`config.mk`:
```
export PLATFORM = sky130hd
export DESIGN_NAME = sct_ctrl
export DESIGN_NICKNAME = d
export VERILOG_FILES = /design/src/hw/rtl/sct_pkg.sv /design/src/hw/rtl/sct_ctrl.sv
export SDC_FILE = /design/constraint.sdc
export NUM_CORES = 1
export LEC_CHECK = 0
export ABC_CLOCK_PERIOD_IN_PS = 2300
export BUFFER_PORTS_ARGS = -buffer_cell sky130_fd_sc_hd__buf_2
export CAP_MARGIN = 20
export CORE_AREA = 2 2 39 41
export DETAILED_ROUTE_END_ITERATION = 8
export DIE_AREA = 0 0 41 43
export SETUP_SLACK_MARGIN = 0.4
export SYNTH_ARGS = -nofsm -noshare
export SYNTH_HDL_FRONTEND = slang
export SYNTH_SLANG_ARGS = --single-unit
```
`constraint.sdc`:
```
create_clock -name clock -period 2.3 [get_ports clock]
set_clock_uncertainty 0.1 [all_clocks]
set_input_delay 0.46 -clock clock [delete_from_list [all_inputs] [get_ports clock]]
set_output_delay 0.46 -clock clock [all_outputs]
set_load 0.005 [all_outputs]
```
`src/hw/rtl/sct_pkg.sv`:
```
// sct_pkg: shared types and constants for the session close timer sweep
// used by sct_ctrl, sct_datapath and session_close_timer_sweep
// no dependencies
package sct_pkg;

   // table geometry
   localparam int SESSION_COUNT = 1024;
   localparam int PTR_W         = $clog2(SESSION_COUNT);

   // field widths
   localparam int SID_W       = 10;
   localparam int TIMER_W     = 32;
   localparam int ENTRY_W     = TIMER_W + 1;
   localparam int REQ_TDATA_W = 16;
   localparam int RSP_TDATA_W = 16;

   // request kind codes, carried on req_tuser
   localparam logic KIND_TICK = 1'b0;
   localparam logic KIND_SET  = 1'b1;

   // controller to datapath commands
   typedef struct packed {
      logic clear_wr;    // clearing pass: write empty entry at pointer
      logic set_wr;      // load timer of requested session
      logic tick_rd;     // read entry under the sweep pointer
      logic upd_dec;     // write back decremented timer
      logic upd_release; // deactivate entry and load result register
      logic ptr_adv;     // advance sweep pointer
   } cmd_type;

   // datapath to controller status
   typedef struct packed {
      logic ptr_last;  // pointer sits on the last entry
      logic rd_active; // entry read has its active flag set
      logic rd_zero;   // entry read has an expired timer
      logic out_free;  // result register can take a new result this cycle
   } status_type;

endpackage

```
`src/hw/rtl/sct_ctrl.sv`:
```
// sct_ctrl: state machine for clearing pass, set and sweep tick sequencing
// depends on sct_pkg
module sct_ctrl (
   input  logic                clock,
   input  logic                reset,
   input  logic                req_tvalid,
   output logic                req_tready,
   input  logic                req_kind,
   input  sct_pkg::status_type status,
   output sct_pkg::cmd_type    cmd
);
   import sct_pkg::*;

   typedef enum logic [1:0] {
      ST_CLEAR,
      ST_IDLE,
      ST_UPDATE
   } state_type;

   state_type state_ff, state_in;
   logic      req_accept;

   assign req_accept = req_tvalid && req_tready;

   // next state and commands
   always_comb begin
      state_in   = state_ff;
      req_tready = 1'b0;
      cmd        = '0;
      unique case (state_ff)
         ST_CLEAR: begin
            cmd.clear_wr = 1'b1;
            cmd.ptr_adv  = 1'b1;
            if (status.ptr_last) begin
               state_in = ST_IDLE;
            end
         end
         ST_IDLE: begin
            req_tready = 1'b1;
            if (req_tvalid) begin
               if (req_kind == KIND_SET) begin
                  cmd.set_wr = 1'b1;
               end else begin
                  cmd.tick_rd = 1'b1;
                  state_in    = ST_UPDATE;
               end
            end
         end
         ST_UPDATE: begin
            // entry under the pointer is on the ram read port
            if (!status.rd_active) begin
               cmd.ptr_adv = 1'b1;
               state_in    = ST_IDLE;
            end else if (!status.rd_zero) begin
               cmd.upd_dec = 1'b1;
               cmd.ptr_adv = 1'b1;
               state_in    = ST_IDLE;
            end else if (status.out_free) begin
               cmd.upd_release = 1'b1;
               cmd.ptr_adv     = 1'b1;
               state_in        = ST_IDLE;
            end
         end
         default: begin
            state_in = ST_CLEAR;
         end
      endcase
   end

   always_ff @(posedge clock) begin
      if (reset) begin
         state_ff <= ST_CLEAR;
      end else begin
         state_ff <= state_in;
      end
   end

   // a tick blocks further transfers until its write-back is done
   a_tick_blocks: assert property (@(posedge clock) disable iff (reset)
      (req_accept && req_kind == KIND_TICK) |=> !req_tready)
      else $error("request taken during tick write-back");

   // at most one table write per cycle
   a_one_write: assert property (@(posedge clock) disable iff (reset)
      $onehot0({cmd.clear_wr, cmd.set_wr, cmd.upd_dec, cmd.upd_release}))
      else $error("conflicting table writes");

   // release only when the result register can take it
   a_release_free: assert property (@(posedge clock) disable iff (reset)
      cmd.upd_release |-> status.out_free)
      else $error("release with result register busy");

endmodule

```
# After elaboration in Yosys (flattened, before gate mapping)
# Cells that the tools add are included.
# op_classes
muxes	21
n_eq_ne	6
reduce_logical	2
# ops
operator	n
2-bit two-way mux	11
1-bit two-way mux	8
2-bit != test, second input constant	3
2-bit one-hot mux with 3 select lines	1
4-bit != test, second input constant	1
4-bit AND reduction	1
2-bit by 1-bit == test with 1-bit output, second input constant	1
2-bit == test, second input constant	1
2-bit logical NOT	1
1-bit one-hot mux with 2 select lines	1
# word_totals
out_inout_bits	7
ff_bits	2

# Depth between registers and ports, before layout
# Gate-level depths: netlist of the first run.
# logic_depth
depth_word	4
mapped_depth	3
ltp_nobuf	3

# Least setup slack after synthesis of the first run
# No wires, ideal clock.
# synth_path
kind	input to output
start	input port status[2] in the netlist's numbering
end	output port cmd[1] in the netlist's numbering
arrival_ns	0.824
setup_slack_ns	0.916
n_path_buf	0
path_stages	2
path_cell_list	and3b_2 -> and3_1
# synth_lines
item	line	text
from (decl)	sct_ctrl.sv:9	input sct_pkg::status_type status,
to (decl)	sct_ctrl.sv:10	output sct_pkg::cmd_type cmd

==> out/metrics.csv, run 1 <==
metric,value,unit
outcome,"finished, final reports clean",
clock-sinks,2,
synth_top_cell_by_area,dfxtp_1,
ys_async_sr_fraction,0,%
drive_above_1_share,55.6,%
synth_edf_count,0,
placeableCoreArea,1380,sq um
nets,46,
cts_buffer_depth,2,
grt_first_pass_wirelength,710,um
cp_slowest_cell,dfxtp_1,
grt.total_usage,6.51,%
final_antenna_net_count,0,
vias,192,
finalPower,140,uW
maxCapViolations,0,
maxSlewHeadroom,86.3,%
hold_violations,0,
cp_max_fo,6,
synth.area.top_cells,"dfxtp_1 28%, nor2_1 10%, and3_1 8.6%",
syn_to_final_growth,77.6,%
leakage,0.000150,uW
largest_register_ff_count,2,
die_area,1760,sq um
drtPass1Iterations,2,
numCtsBuffers,3,
drv_slew,0,
num_rows,14,
finalCriticalPeriod,1.71,ns
postCtsSetupRepairBufs,0,
vias_per_cell,3.69,
path_clk_slew,0.03,ns
syn_inst,19,
worstPathRequired,1.74,ns
grt_pass1_vias,191,
cts-htree-levels,1,
ioPinCount,15,
clockRootBuffer,clkbuf_4,
hp-class,in2reg,
fin_crit_sh,74.4,%
fp.dieH,43,um
regMostFlops,state_ff,
gp_congestion,0.707,
power.density,543,nW/um^2
rsz0062_at_grt,no,
cp.arrival,1.15,ns
grt_antenna_before_repair,0,
ir_drop,0.0000743,V
initial_utilization,10.5,%
grt_max_degree,7,
route.detailed.drc,0,
syn-cell-area,145,sq um
yosysUniqueCellTypes,13,
endpoint_kind,output port,
clk_latency,0.22,ns
grt-ovfl-total,0,
netlist.area_leader.share,27.6,%
startpoint_type,register,
clock.fmax,584,MHz
setup_viol,0,
crit_path_cell_trace,and2b_2 -> and3_1 -> buf_2,
cts-hold-fix-buffers,0,
io_buffer_count,14,
criticalPathCategory,reg2out,
setup_tns,0,ns
routedWlPerCell,8.33,um
worst_pin_slew,0.203,ns
synth_common_cells,"4 x nor2_1, 2 x and3_1, 2 x dfxtp_1, 2 x inv_1",
critPathBufInv,1,
critPathTopFamily,simple AND/OR/NAND/NOR gates,
syn_nets,27,
avgSynthCellArea,7.64,sq um
cts_tree,yes,
routed_wl,433,um
synth_warnings,0,
chipWidth,41,um
reg_top3,state_ff (2),
synth_flop_cell,dfxtp_1,
synth-seq-area-share,27.6,%
cts_resized,0,
synth.most_common_cell,nor2_1,
ys_seq_elements,2,
num-fill-cells,160,
critical_path.max_stage_delay,0.40,ns
first_iter_violations,1,
num_antenna_cells,0,
-- final cells by class --
cell class	count	area, sq um	area share, %
Sequential cell	2	40.0	15.5
Timing Repair Buffer	14	70.1	27.2
Tap cell	16	20.0	7.77
Clock buffer	3	22.5	8.74
Multi-Input combinational cell	15	97.6	37.9
Inverter	2	7.51	2.91
-- path summary, 6_finish.rpt --
| path | from | endpoint | slack [ns] | cells after the start |
|---|---|---|---|---|
| min reg2reg | state_ff[1] | state_ff[0] | 0.54 | 3 |
| max reg2reg | state_ff[1] | state_ff[0] | 1.09 | 3 |
| max | state_ff[1] | cmd[4] | 0.59 | 3 |
| min | reset | state_ff[0] | 0.31 | 2 |
-- cell usage in the layout, fill, tap and decap left out --
cell      instances
a21oi_1           1
a31oi_1           1
and2b_2           1
and3_1            2
and3b_2           1
and4b_1           1
and4bb_2          1
buf_2            14
clkbuf_4          3
dfxtp_1           2
inv_1             2
nor2_1            4
nor2b_1           1
o21ai_0           1
or3_1             1
-- layer usage --
| layer | global-route usage, % | vias to the layer above | share of wire [%] |
|---|---|---|---|
| li1 | - | 104 | - |
| met4 | 8.00 | 0 | 0 |
| met2 | 7.81 | 13 | 40 |
| met3 | 3.14 | 0 | 11 |
| met1 | 7.03 | 75 | 48 |
| met5 | 0 | - | 0 |
-- where the power goes --
group	internal, uW	switching (uW)	total [uW]
registers	37.0	2.80	39.8
logic	14.1	10.4	24.5
clock network	57.4	18.2	75.6
-- cells by family after synthesis --
group	count (synthesis)	synth area share, %
and+or+nand+nor	12	56.0
DFF	2	27.6
AOI/OAI and AO/OA	3	11.2
buffers and inverters	2	5.17
-- through the flow --
stage | area (sq um) | cells | hold slack [ns] | utilization [%] | setup WS (ns)
2_1_floorplan | 145 | 19 | 0.429 | - | 0.916
3_3_place_gp | 235 | 49 | 0.525 | 17.0 | 0.695
3_5_place_dp | 235 | 49 | 0.537 | 17.0 | 0.696
4_1_cts | 258 | 52 | 0.300 | 18.6 | 0.577
5_1_grt | 258 | 52 | 0.309 | 18.6 | 0.512
6_report | 258 | 52 | 0.309 | 18.6 | 0.588
Note: power is estimated with default switching activity, not from simulation.
==> inputs of run 2 (changes only) <==
--- a/config.mk
+++ b/config.mk
@@ -5,7 +5,7 @@
 export SDC_FILE = /design/constraint.sdc
 export NUM_CORES = 1
 export LEC_CHECK = 0
-export ABC_CLOCK_PERIOD_IN_PS = 2300
+export ABC_CLOCK_PERIOD_IN_PS = 1800
 export BUFFER_PORTS_ARGS = -buffer_cell sky130_fd_sc_hd__buf_2
 export CAP_MARGIN = 20
 export CORE_AREA = 2 2 39 41
==> constraint.sdc (replaced) <==
create_clock -name clock -period 1.8 [get_ports clock]
set_clock_uncertainty 0.1 [all_clocks]
set_input_delay 0.36 -clock clock [delete_from_list [all_inputs] [get_ports clock]]
set_output_delay 0.36 -clock clock [all_outputs]
set_load 0.005 [all_outputs]
==> out/metrics.csv, run 2 (synthesis results as in run 1) <==
metric,value,unit,change
outcome,"finished, final reports clean",,
grt_pass1_vias,195,,+2.1%
fp.dieH,43,um,unchanged
cp_max_fo,6,,unchanged
placeableCoreArea,1380,sq um,unchanged
clockRootBuffer,clkbuf_4,,
grt_first_pass_wirelength,738,um,+3.9%
vias_per_cell,3.94,,+6.8%
num_rows,14,,unchanged
cts-htree-levels,1,,unchanged
num-fill-cells,162,,+1.3%
io_buffer_count,14,,unchanged
drtPass1Iterations,2,,unchanged
setup_viol,0,,unchanged
r2r_start,state_ff[1],,
startpoint_type,register,,
ioPinCount,15,,unchanged
initial_utilization,10.5,%,unchanged
grt-ovfl-total,0,,unchanged
gp_congestion,0.715,,+1.2%
finalCriticalPeriod,1.51,ns,
drv_slew,0,,unchanged
maxCapViolations,0,,unchanged
rsz0062_at_grt,yes,,
hp-class,in2reg,,
grt.total_usage,6.81,%,+0.30 points
instances_no_fill,54,,+3.8%
num_antenna_cells,0,,unchanged
cts_buffer_depth,2,,unchanged
worstHoldEndpoint,state_ff[0],,
routed_wl,459,um,+6.0%
chipWidth,41,um,unchanged
final_antenna_net_count,0,,unchanged
clk_latency,0.22,ns,about the same
holdPathStages,2,,unchanged
path_clk_slew,0.03,ns,about the same
first_iter_violations,5,,+4
layout_common_cells,"13 x buf_2, 4 x nor2_1, 3 x clkbuf_4",,
ff2ff_path_depth,3,,unchanged
fin_ws,0.287,ns,-0.301 ns
nets,48,,+4.3%
place_ws,0.397,ns,-0.299 ns
fin_crit_sh,84.1,%,
regMostFlops,state_ff,,
worst_pin_slew,0.173,ns,-0.0303 ns
regArea,47.5,sq um,+19%
leakage,0.000161,uW,+7.4%
reg_top3,state_ff (2),,
syn_to_final_growth,106,%,
power.density,622,nW/um^2,+15%
routedWlPerCell,8.50,um,+2.1%
dp.cells,49,,unchanged
placed_area,235,sq um,unchanged
drive_above_1_share,68.4,%,+13 points
hpwl,365,um,
worstHoldStart,reset,,
multi_input_area,110,sq um,+13%
cts_tree,yes,,
criticalPathCategory,reg2out,,
route.detailed.drc,0,,unchanged
maxSlewHeadroom,88.4,%,+2.0 points
ir_drop,0.000136,V,+82%
endpoint_kind,output port,,
worstPathRequired,1.34,ns,-0.40 ns
r2r_slack,0.60,ns,-0.49 ns
hold_violations,0,,unchanged
grt_max_degree,7,,unchanged
rr_endpoint,state_ff[0],,
vias,213,,+11%
die_area,1760,sq um,unchanged
setup_tns,0,ns,unchanged
clock.fmax,661,MHz,
clock-sinks,2,,unchanged
cp.arrival,1.05,ns,-0.10 ns
startpoint,state_ff[1],,
largest_register_ff_count,2,,unchanged
numCtsBuffers,3,,unchanged
fin_area,299,sq um,+16%
grt_antenna_before_repair,0,,unchanged
final_common_cell,buf_2,,
run 2: worst max-delay path by stage:
stage | endpoint | slack (ns) | cells after the start
4_1_cts | cmd[4] | 0.27 | 3
3_3_place_gp | cmd[1] | 0.39 | 4
5_1_grt | cmd[1] | 0.25 | 3
6_report | cmd[4] | 0.29 | 3
2_1_floorplan | cmd[4] | 0.57 | 2
3_5_place_dp | cmd[1] | 0.40 | 4
run 2: layout make-up:
cell class | instances | area share, %
inverters | 2 | 2.51
repair buffers | 16 | 30.5
multi-input cells | 15 | 36.8
clock buffers | 3 | 7.53
well taps | 16 | 6.69
flip-flops and latches | 2 | 15.9
run 2: where the power goes:
part	switching (uW)	internal [uW]
Combinational	15.6	23.0
Clock	24.6	73.5
Sequential	3.17	46.2
run 2: timing repair:
item,CTS,global route
pin swaps,2,1
hold buffers,0,0
endpoints found under the setup margin,6,6
setup buffers,1,1
gates resized for setup,3,4
run 2: stage by stage:
stage | hold slack, ns | utilization, % | power, uW
after global routing | 0.201 | 21.6 | 203
after global placement | 0.438 | 17.0 | 82.0
after CTS | 0.191 | 19.5 | 191
after detailed placement | 0.439 | 17.0 | 82.9
after floorplan | 0.329 | - | 63.4
final | 0.203 | 21.6 | 186
run 2: critical path: stages, from the launching register on:
cell and delay (ns):
dfxtp_4 0.35, and2b_2 0.23, and3_4 0.15, buf_6 0.10
run 2: per-layer routing:
layer  vias to the layer above  track usage [%]  share of wire [%]
met5                         -                0                  0
met3                         0             3.14                 10
met1                        91             8.31                 49
met2                        13             7.50                 41
met4                         0             8.00                  0
li1                        109                -                  -
